File: src/sv/bkv_pkg.sv
// ----------------------------------------------------------------------------
// bkv_pkg
// shared types and constants of the bounded key/value table
// ----------------------------------------------------------------------------
`default_nettype none

package bkv_pkg;

  // table geometry
  localparam int TABLE_ENTRIES = 15;
  localparam int IDX_W         = (TABLE_ENTRIES > 1) ? $clog2(TABLE_ENTRIES) : 1;
  localparam int CNT_W         = $clog2(TABLE_ENTRIES + 1);

  // item field widths
  localparam int OP_W     = 2;
  localparam int KEY_W    = 16;
  localparam int DATA_W   = 32;
  localparam int STATUS_W = 2;
  localparam int ECOUNT_W = 4;

  localparam logic [CNT_W-1:0] FULL_CNT = CNT_W'(TABLE_ENTRIES);

  // opcodes
  localparam logic [OP_W-1:0] OP_SET    = 2'd0;
  localparam logic [OP_W-1:0] OP_GET    = 2'd1;
  localparam logic [OP_W-1:0] OP_REMOVE = 2'd2;

  // result status codes
  localparam logic [STATUS_W-1:0] ST_FOUND    = 2'd0;
  localparam logic [STATUS_W-1:0] ST_ABSENT   = 2'd1;
  localparam logic [STATUS_W-1:0] ST_INSERTED = 2'd2;
  localparam logic [STATUS_W-1:0] ST_FULL     = 2'd3;

  typedef struct packed {
    logic [OP_W-1:0]   opcode;
    logic [KEY_W-1:0]  key;
    logic [DATA_W-1:0] data_in;
  } bkv_in_t;

  typedef struct packed {
    logic [DATA_W-1:0]   data_out;
    logic [STATUS_W-1:0] status;
    logic [ECOUNT_W-1:0] entry_count;
  } bkv_out_t;

  // request from the sequencer to the entry store
  typedef struct packed {
    logic              kwe;
    logic              vwe;
    logic [IDX_W-1:0]  waddr;
    logic [KEY_W-1:0]  wkey;
    logic [DATA_W-1:0] wval;
    logic              re;
    logic [IDX_W-1:0]  raddr;
  } bkv_mem_req_t;

endpackage

`default_nettype wire

File: src/sv/bkv_store.sv
// ----------------------------------------------------------------------------
// bkv_store
// key and value memories, one write and one registered read port each
// ----------------------------------------------------------------------------
`default_nettype none

module bkv_store (
  input  wire logic                      clk,
  input  wire bkv_pkg::bkv_mem_req_t     req,
  output logic [bkv_pkg::KEY_W-1:0]      rkey,
  output logic [bkv_pkg::DATA_W-1:0]     rval
);

  logic [bkv_pkg::KEY_W-1:0]  key_mem [bkv_pkg::TABLE_ENTRIES];
  logic [bkv_pkg::DATA_W-1:0] val_mem [bkv_pkg::TABLE_ENTRIES];

  // write ports
  always_ff @(posedge clk) begin
    if (req.kwe) begin
      key_mem[req.waddr] <= req.wkey;
    end
    if (req.vwe) begin
      val_mem[req.waddr] <= req.wval;
    end
  end

  // read ports, registered
  always_ff @(posedge clk) begin
    if (req.re) begin
      rkey <= key_mem[req.raddr];
      rval <= val_mem[req.raddr];
    end
  end

endmodule

`default_nettype wire

File: src/sv/bounded_key_value_table_core.sv
// ----------------------------------------------------------------------------
// bounded_key_value_table_core
// small associative table of key/value pairs scanned out of on-chip memory
// ----------------------------------------------------------------------------
// usage
//   input channel: present an item on in_item and raise start while busy is
//   low; the item is taken at that clock edge and busy stays high until the
//   result is out. opcodes: set, get, remove; any other code is a no-op.
//   result channel: out_valid is high for exactly one cycle with out_item;
//   the receiver must take it then, there is no back pressure.
// scan
//   the keys are read from memory one entry per cycle and compared in the
//   cycle after each read. a hit ends the scan, a miss compares every valid
//   entry; get and remove hits add a second memory read. the result strobe
//   is registered and busy drops in the same cycle, so a new item may be
//   started while the result is shown.
// reset
//   synchronous active-low reset empties the table (count zero); memory
//   contents are not cleared, only slots below the count are ever read
// ----------------------------------------------------------------------------
`default_nettype none

module bounded_key_value_table_core (
  input  wire logic              clk,
  input  wire logic              rst_n,
  input  wire logic              start,
  output logic                   busy,
  input  wire bkv_pkg::bkv_in_t  in_item,
  output logic                   out_valid,
  output bkv_pkg::bkv_out_t      out_item
);

  // sequencer states
  localparam logic [1:0] S_IDLE  = 2'd0;  // waiting for an item
  localparam logic [1:0] S_SCAN  = 2'd1;  // key search, one entry per cycle
  localparam logic [1:0] S_VREAD = 2'd2;  // get hit, value read in flight
  localparam logic [1:0] S_MOVE  = 2'd3;  // remove hit, last entry read in flight

  logic [1:0]                 state_r, state_nxt;
  logic [bkv_pkg::CNT_W-1:0]  cnt_r, cnt_nxt;        // valid entries
  logic [bkv_pkg::CNT_W-1:0]  rd_idx_r, rd_idx_nxt;  // next slot to read
  logic [bkv_pkg::IDX_W-1:0]  cmp_idx_r, cmp_idx_nxt; // slot of key in rkey
  logic [bkv_pkg::IDX_W-1:0]  slot_r, slot_nxt;      // slot freed by remove
  logic                       pend_v_r, pend_v_nxt;  // rkey holds a fresh key
  bkv_pkg::bkv_in_t           in_r, in_nxt;
  logic                       out_valid_r, out_valid_nxt;
  bkv_pkg::bkv_out_t          out_r, out_nxt;

  bkv_pkg::bkv_mem_req_t      mem_req;
  logic [bkv_pkg::KEY_W-1:0]  rkey;
  logic [bkv_pkg::DATA_W-1:0] rval;

  logic                       hit;
  logic [bkv_pkg::CNT_W-1:0]  last;

  bkv_store u_store (
    .clk  (clk),
    .req  (mem_req),
    .rkey (rkey),
    .rval (rval)
  );

  // key returned this cycle matches the request
  assign hit  = pend_v_r && (rkey == in_r.key);
  assign last = cnt_r - 1'b1;

  always_comb begin
    state_nxt     = state_r;
    cnt_nxt       = cnt_r;
    rd_idx_nxt    = rd_idx_r;
    cmp_idx_nxt   = cmp_idx_r;
    slot_nxt      = slot_r;
    pend_v_nxt    = pend_v_r;
    in_nxt        = in_r;
    out_valid_nxt = 1'b0;
    out_nxt       = out_r;

    mem_req       = '0;
    mem_req.raddr = rd_idx_r[bkv_pkg::IDX_W-1:0];
    mem_req.wkey  = in_r.key;
    mem_req.wval  = in_r.data_in;

    case (state_r)
      S_IDLE: begin
        if (start) begin
          in_nxt     = in_item;
          rd_idx_nxt = '0;
          pend_v_nxt = 1'b0;
          state_nxt  = S_SCAN;
        end
      end

      S_SCAN: begin
        if (hit) begin
          pend_v_nxt = 1'b0;
          case (in_r.opcode)
            bkv_pkg::OP_SET: begin
              // overwrite value in place
              mem_req.vwe          = 1'b1;
              mem_req.waddr        = cmp_idx_r;
              out_nxt.data_out     = '0;
              out_nxt.status       = bkv_pkg::ST_FOUND;
              out_nxt.entry_count  = bkv_pkg::ECOUNT_W'(cnt_r);
              out_valid_nxt        = 1'b1;
              state_nxt            = S_IDLE;
            end
            bkv_pkg::OP_GET: begin
              mem_req.re    = 1'b1;
              mem_req.raddr = cmp_idx_r;
              state_nxt     = S_VREAD;
            end
            bkv_pkg::OP_REMOVE: begin
              // fetch the last entry, it moves into the freed slot
              mem_req.re    = 1'b1;
              mem_req.raddr = last[bkv_pkg::IDX_W-1:0];
              slot_nxt      = cmp_idx_r;
              state_nxt     = S_MOVE;
            end
            default: begin
              // unused opcode: no operation
              out_nxt.data_out    = '0;
              out_nxt.status      = bkv_pkg::ST_ABSENT;
              out_nxt.entry_count = bkv_pkg::ECOUNT_W'(cnt_r);
              out_valid_nxt       = 1'b1;
              state_nxt           = S_IDLE;
            end
          endcase
        end else if (rd_idx_r == cnt_r) begin
          // every valid entry compared, key absent
          out_nxt.data_out    = '0;
          out_nxt.entry_count = bkv_pkg::ECOUNT_W'(cnt_r);
          if (in_r.opcode == bkv_pkg::OP_SET) begin
            if (cnt_r < bkv_pkg::FULL_CNT) begin
              // append at the end of the table
              mem_req.kwe         = 1'b1;
              mem_req.vwe         = 1'b1;
              mem_req.waddr       = cnt_r[bkv_pkg::IDX_W-1:0];
              cnt_nxt             = cnt_r + 1'b1;
              out_nxt.status      = bkv_pkg::ST_INSERTED;
              out_nxt.entry_count = bkv_pkg::ECOUNT_W'(cnt_r + 1'b1);
            end else begin
              out_nxt.status = bkv_pkg::ST_FULL;
            end
          end else begin
            out_nxt.status = bkv_pkg::ST_ABSENT;
          end
          pend_v_nxt    = 1'b0;
          out_valid_nxt = 1'b1;
          state_nxt     = S_IDLE;
        end else begin
          // issue the next key read
          mem_req.re  = 1'b1;
          cmp_idx_nxt = rd_idx_r[bkv_pkg::IDX_W-1:0];
          rd_idx_nxt  = rd_idx_r + 1'b1;
          pend_v_nxt  = 1'b1;
        end
      end

      S_VREAD: begin
        out_nxt.data_out    = rval;
        out_nxt.status      = bkv_pkg::ST_FOUND;
        out_nxt.entry_count = bkv_pkg::ECOUNT_W'(cnt_r);
        out_valid_nxt       = 1'b1;
        state_nxt           = S_IDLE;
      end

      S_MOVE: begin
        // last entry overwrites the removed one, table shrinks by one
        mem_req.kwe         = 1'b1;
        mem_req.vwe         = 1'b1;
        mem_req.waddr       = slot_r;
        mem_req.wkey        = rkey;
        mem_req.wval        = rval;
        cnt_nxt             = last;
        out_nxt.data_out    = '0;
        out_nxt.status      = bkv_pkg::ST_FOUND;
        out_nxt.entry_count = bkv_pkg::ECOUNT_W'(last);
        out_valid_nxt       = 1'b1;
        state_nxt           = S_IDLE;
      end

      default: begin
        state_nxt = S_IDLE;
      end
    endcase
  end

  // control state
  always_ff @(posedge clk) begin
    if (!rst_n) begin
      state_r     <= S_IDLE;
      cnt_r       <= '0;
      pend_v_r    <= 1'b0;
      out_valid_r <= 1'b0;
    end else begin
      state_r     <= state_nxt;
      cnt_r       <= cnt_nxt;
      pend_v_r    <= pend_v_nxt;
      out_valid_r <= out_valid_nxt;
    end
  end

  // payload and scan pointers
  always_ff @(posedge clk) begin
    rd_idx_r  <= rd_idx_nxt;
    cmp_idx_r <= cmp_idx_nxt;
    slot_r    <= slot_nxt;
    in_r      <= in_nxt;
    out_r     <= out_nxt;
  end

  assign busy      = (state_r != S_IDLE);
  assign out_valid = out_valid_r;
  assign out_item  = out_r;

  // the table never holds more than its capacity
  a_cnt_bound: assert property (@(posedge clk) disable iff (!rst_n)
    cnt_r <= bkv_pkg::FULL_CNT)
    else $error("entry count above capacity");

  // a result is only produced by an item that was in progress
  a_out_after_busy: assert property (@(posedge clk) disable iff (!rst_n)
    out_valid |-> $past(busy))
    else $error("result without an item in progress");

  // finishing an item always shows its result
  a_done_strobe: assert property (@(posedge clk) disable iff (!rst_n)
    $fell(busy) |-> out_valid)
    else $error("item finished without a result");

  // insertion grows the table by exactly one
  a_insert_count: assert property (@(posedge clk) disable iff (!rst_n)
    (out_valid && out_item.status == bkv_pkg::ST_INSERTED)
      |-> (cnt_r == $past(cnt_r) + 1'b1))
    else $error("insert did not grow the table by one");

  // only a found key returns nonzero data
  a_data_only_found: assert property (@(posedge clk) disable iff (!rst_n)
    (out_valid && out_item.data_out != '0) |-> (out_item.status == bkv_pkg::ST_FOUND))
    else $error("nonzero data on a miss");

endmodule

`default_nettype wire
File: config.mk
export PLATFORM = sky130hd
export DESIGN_NAME = bounded_key_value_table_core
export DESIGN_NICKNAME = d
export VERILOG_FILES = /design/src/sv/bkv_pkg.sv /design/src/sv/bkv_store.sv /design/src/sv/bounded_key_value_table_core.sv
export SDC_FILE = /design/constraint.sdc
export NUM_CORES = 1
export LEC_CHECK = 0
export CORE_MARGIN = 5
export CORE_UTILIZATION = 45
export DETAILED_ROUTE_END_ITERATION = 7
export DONT_BUFFER_PORTS = 1
export GPL_ROUTABILITY_DRIVEN = 1
export HOLD_SLACK_MARGIN = 0.06
export PLACE_DENSITY = 0.71
export SYNTH_ARGS = -nofsm -noshare
export SYNTH_HDL_FRONTEND = slang
export SYNTH_HIERARCHICAL = 1
export SYNTH_SLANG_ARGS = --single-unit
File: constraint.sdc
create_clock -name clk -period 5.6 [get_ports clk]
set_input_delay 0.84 -clock clk [delete_from_list [all_inputs] [get_ports clk]]
set_output_delay 0.84 -clock clk [all_outputs]
set_load 0.03 [all_outputs]
[After elaboration in Yosys (flattened, before gate mapping)]
Memory sizes are Yosys's and may differ from the RTL's. A register that Yosys moved wholly into a read port is not among the register bits.
Index checks and enable logic that the tools add are counted.
Widths: inputs -> output; s select.
Storage, ports and cells
  register bits after elaboration: 108
  bits in latches: 0
  RAM bits: 720
  memory bits (read-only): 0
  input bits: 53
  output and inout bits: 40
  memories: 2
Cells by class
  $add $sub $neg: 3
  multipliers: 0
  div/mod/pow operators: 0
  magnitude comparators: 1
  eq/ne operators: 13
  shift-type cells: 0
  mux-type cells: 44
  bitwise operators: 2
  reductions and logical operators: 17
Memory list
  u_store.val_mem: depth 15, bits a word 32, rd ports 1, clocked after Yosys merged registers in 1, wr ports 1, RTL line bkv_store.sv:15  | logic [bkv_pkg::DATA_W-1:0] val_mem [bkv_pkg::TABLE_ENTRIES];
  u_store.key_mem: depth 15, bits a word 16, rd ports 1, clocked after Yosys merged registers in 1, wr ports 1, RTL line bkv_store.sv:14  | logic [bkv_pkg::KEY_W-1:0] key_mem [bkv_pkg::TABLE_ENTRIES];
Operators with widths (count)
  $pmux 38 s3: 1
  $mux 38: 2
  $pmux 38 s2: 1
  $mux 48: 1
  $mux 4: 8
  $mux 6: 3
  $eq 16x16->1: 1
  $pmux 4 s2: 2
  $mux 5: 3
  $mux 1: 13
  $pmux 6 s2: 1
  $reduce_and 3->1: 4
  $pmux 5 s2: 1
  $add 4x1->4 const B: 2
  $mux 2: 4
  $ne 2x2->1 const B: 4
  $eq 2x2->1 const B: 3
  $ne 3x3->1 const B: 2
  $pmux 2 s3: 1
  $reduce_and 2->1: 3
  $reduce_bool 2->1: 3
  $eq 2x1->1 const B: 2
  $eq 4x4->1: 1
  $logic_not 2->1: 2
  9 further kinds: 12

[Logic depth before layout (Yosys ltp)]
  depth in word-level cells: 8
  depth in mapped cells: 13
  depth with buffers taken out: 10

[Modules after synthesis]
The synthesis kept the hierarchy.
By module, submodules not included
  bkv_store: times used 1, cells each 1350, area each 28831.4 um^2
  bounded_key_value_table_core: times used 1, cells each 389, area each 5188.7 um^2

[Worst setup path before layout]
Ideal clock, no wire load.
  path kind: register to register
  from: reg in_r[41] (netlist name)
  to: reg u_store/rkey[0] (netlist name) (read register of u_store.key_mem) (enable)
  library setup time: 526 ps
  arrival time: 5094 ps
  slack: -19 ps
  cell stages (with the launch flop): 6
  buffers on the path: 0
  period minus slack after synthesis: 5619 ps
  path through: edfxtp_1 -> xor2_1 -> or4_1 -> nor3b_1 -> a21boi_0 -> a211oi_1
RTL lines
  start: declaration: RTL line bounded_key_value_table_core.sv:45  | bkv_pkg::bkv_in_t in_r, in_nxt;
  start signal: assignment: RTL line bounded_key_value_table_core.sv:208  | in_r <= in_nxt;
  end: declaration: RTL line bkv_store.sv:10  | output logic [bkv_pkg::KEY_W-1:0] rkey,

==> impl_metrics.ini <==
[clock_tree]
cts.sinks = 876
postCtsSetupBuffers = 0
htreeDepth = 3
cts_tree = done
clk_pin_slew_worst_paths_ns = 0.06
cts_made_buffers = 86
holdBufCountCts = 0
cts_root_buf = clkbuf_16
worstSkewPairLatency_ns = 0.64
cts-resized-gates = 0
cts_max_path_buffers = 3

[global_route]
grt_pass1_vias = 16800
overflow = 0
grt_use_met1 = 0.247
grt_use_total = 0.177
grt_use_met2 = 0.288
use_met3 = 0.0323
grt_max_degree = 84
grt_first_pass_wirelength_mm = 109
grt-busiest-layer = met2
antenna_found_initial = 4

[routing]
viasPerCell = 5.87
drtIter0Drc = 1406
remaining_drc_errors = 0
wire_per_inst_um = 25.7
drtAntennaViolNets = 0
routed_wl_mm = 72.7
vias = 16600
dr.pass1.iters = 7

[timing]
whs_ns = 0.291
fin_tns_setup_ns = 0
fmax_mhz = 215
rsz0062_at_grt = no
maxSlewHeadroom = 0.248
final-hold-violation-count = 0
slew_violations = 0
fin_skew_ns = 0.0248
setup_ws_ns = 0.958
fin_crit_ns = 4.64
worstMarginPinSlew_ns = 1.13
finalCritPeriodShare = 0.829
final-setup-viol-count = 0

[worst_setup_path]
path_class = register to register
endpoint_kind = register
crit_family = simple AND/OR/NAND/NOR gates
cp_slowest_stage_delay_ns = 0.99
critPathMaxFanout = 42
critPathRequiredTime_ns = 6.04
r2r_slack_ns = 0.96
crit_arrival_ns = 5.08
cp_cell_sequence = xor2_1 -> or4_1 -> nor3b_1 -> nand2_1 -> nor3_2 -> mux2_2 -> nand2_2 -> buf_12 -> o211ai_1
start_kind = register
cp_slowest_cell = mux2_2
path_buf_inv = 1

[power_and_ir_drop]
p_switching_mw = 3.63
swShare = 0.240
pwr-share-seq = 0.506
cellPowerDensity_mw_per_mm2 = 395
ir_drop_mv = 0.236
p_leak_nw = 12.0
clkPwrFrac = 0.373
power_frac_comb = 0.121
intPower_mw = 11.5

[layout]
final_common_cell = edfxtp_1
drive_gt1_frac = 0.216
final_cell_mix = edfxtp_1, mux4_2, clkbuf_16
finalInstanceArea_mm2 = 0.0382
nets = 1845
multi_input_area_mm2 = 0.00747
seq_area_mm2 = 0.0262
areaGrowthSynthToFinish_pct = 12.3
num-fill-cells = 5679

[floorplan]
die_w_um = 285
rows = 100
initial_utilization = 0.455
pin_count = 93
coreArea_mm2 = 0.0747
fp.dieH_um = 285
die-area_mm2 = 0.0812

[placement]
place_congestion = 0.815
place.detailed.hpwl_mm = 41.0
post_dp_cell_area_mm2 = 0.0354
io_buffers = 0
pre_cts_slack_ns = 1.02

[yosys]
synth_seq_cells = 876
synthFlopType = edfxtp_1
synth_edf_count = 868
postSynthNetCount = 1799
synthTopCellsByArea = edfxtp_1, mux4_2, mux2i_1
ys_types = 57
synth-seq-area-share = 0.771
async_flop_share = 0
syn_avg_cell_area_um2 = 19.6
yosysWarningCount = 6
yosys.area.top_type = edfxtp_1
synthCells = 1739
syn-cell-area_mm2 = 0.0340
yosysTopAreaCellShare = 0.766

[run]
cap_viol_max_count = 0

[worst_hold_path]
hold_class = primary input to register

[status]
outcome = finished, final reports clean
-- cell families (layout without fill, tap and decap cells) --
group / Yosys count / after routing / synth area share
compound gates: 206 / 206 / 0.0408
buf+inv: 104 / 220 / 0.0154
other cells: 0 / 1 / 0
flops: 876 / 876 / 0.771
mux: 250 / 250 / 0.124
xor+xnor: 26 / 26 / 0.00669
simple gates: 270 / 270 / 0.0396
fa+ha+maj: 7 / 7 / 0.00257
-- synth_stat cells (17+ instances only) --
master / count
buf_4: 17
a21oi_1: 40
nor2b_1: 17
mux2_2: 53
buf_2: 27
clkbuf_1: 37
mux4_2: 132
nor2_1: 86
mux2i_1: 65
edfxtp_1: 868
xor2_1: 17
and2_1: 35
nand2_1: 59
o211ai_1: 40
a22oi_1: 50
-- final cells by class --
type                            instances  share of cell area
Clock inverter                         58              0.0144
Antenna cell                            1           0.0000655
Clock buffer                          100              0.0583
Timing Repair Buffer                   51              0.0126
Multi-Input combinational cell        759               0.195
Sequential cell                       876               0.686
Inverter                               11             0.00108
Tap cell                              969              0.0317
-- power by group through the flow --
stage	Sequential, mW	Clock [mW]	Combinational, mW
2_1_floorplan	7.70	0	1.38
3_3_place_gp	7.77	0	1.78
6_report	7.63	5.63	1.82
3_5_place_dp	7.77	0	1.82
4_1_cts	7.64	5.73	1.83
5_1_grt	7.64	6.05	1.97
-- per-layer routing --
metal  share of wire  wire length (um)  vias to the layer above
met5         0.00018                13                        -
met4           0.020              1460                        2
met3           0.075              5440                       85
met2            0.49             35800                      685
met1            0.41             30000                     8663
li1                -                 -                     7142
-- worst paths after layout --
| check | startpoint | cells after the start | to |
|---|---|---|---|
| max | in_r[43] | 9 | u_store/rkey[6] |
| min reg2reg | cmp_idx_r[3] | 0 | slot_r[3] |
| max reg2reg | in_r[43] | 9 | u_store/rkey[6] |
| min | in_item[28] | 0 | in_r[28] |
-- state kept, by name, indices dropped and copies added, names as in the netlist --
signal / flops
cmp_idx_r: 4
cnt_r: 4
in_r: 50
out_item: 38
out_valid: 1
pend_v_r: 1
rd_idx_r: 4
slot_r: 4
state_r: 2
u_store/key_mem: 240
u_store/rkey: 16
u_store/rval: 32
u_store/val_mem: 480
-- stage by stage --
stage,total power [mW],instances,utilization
2_1_floorplan,9.08,1739,-
3_3_place_gp,9.55,2666,0.474
3_5_place_dp,9.59,2666,0.474
4_1_cts,15.2,2824,0.511
5_1_grt,15.7,2824,0.511
6_report,15.1,2825,0.512
Power figures use the tool's default switching activity.
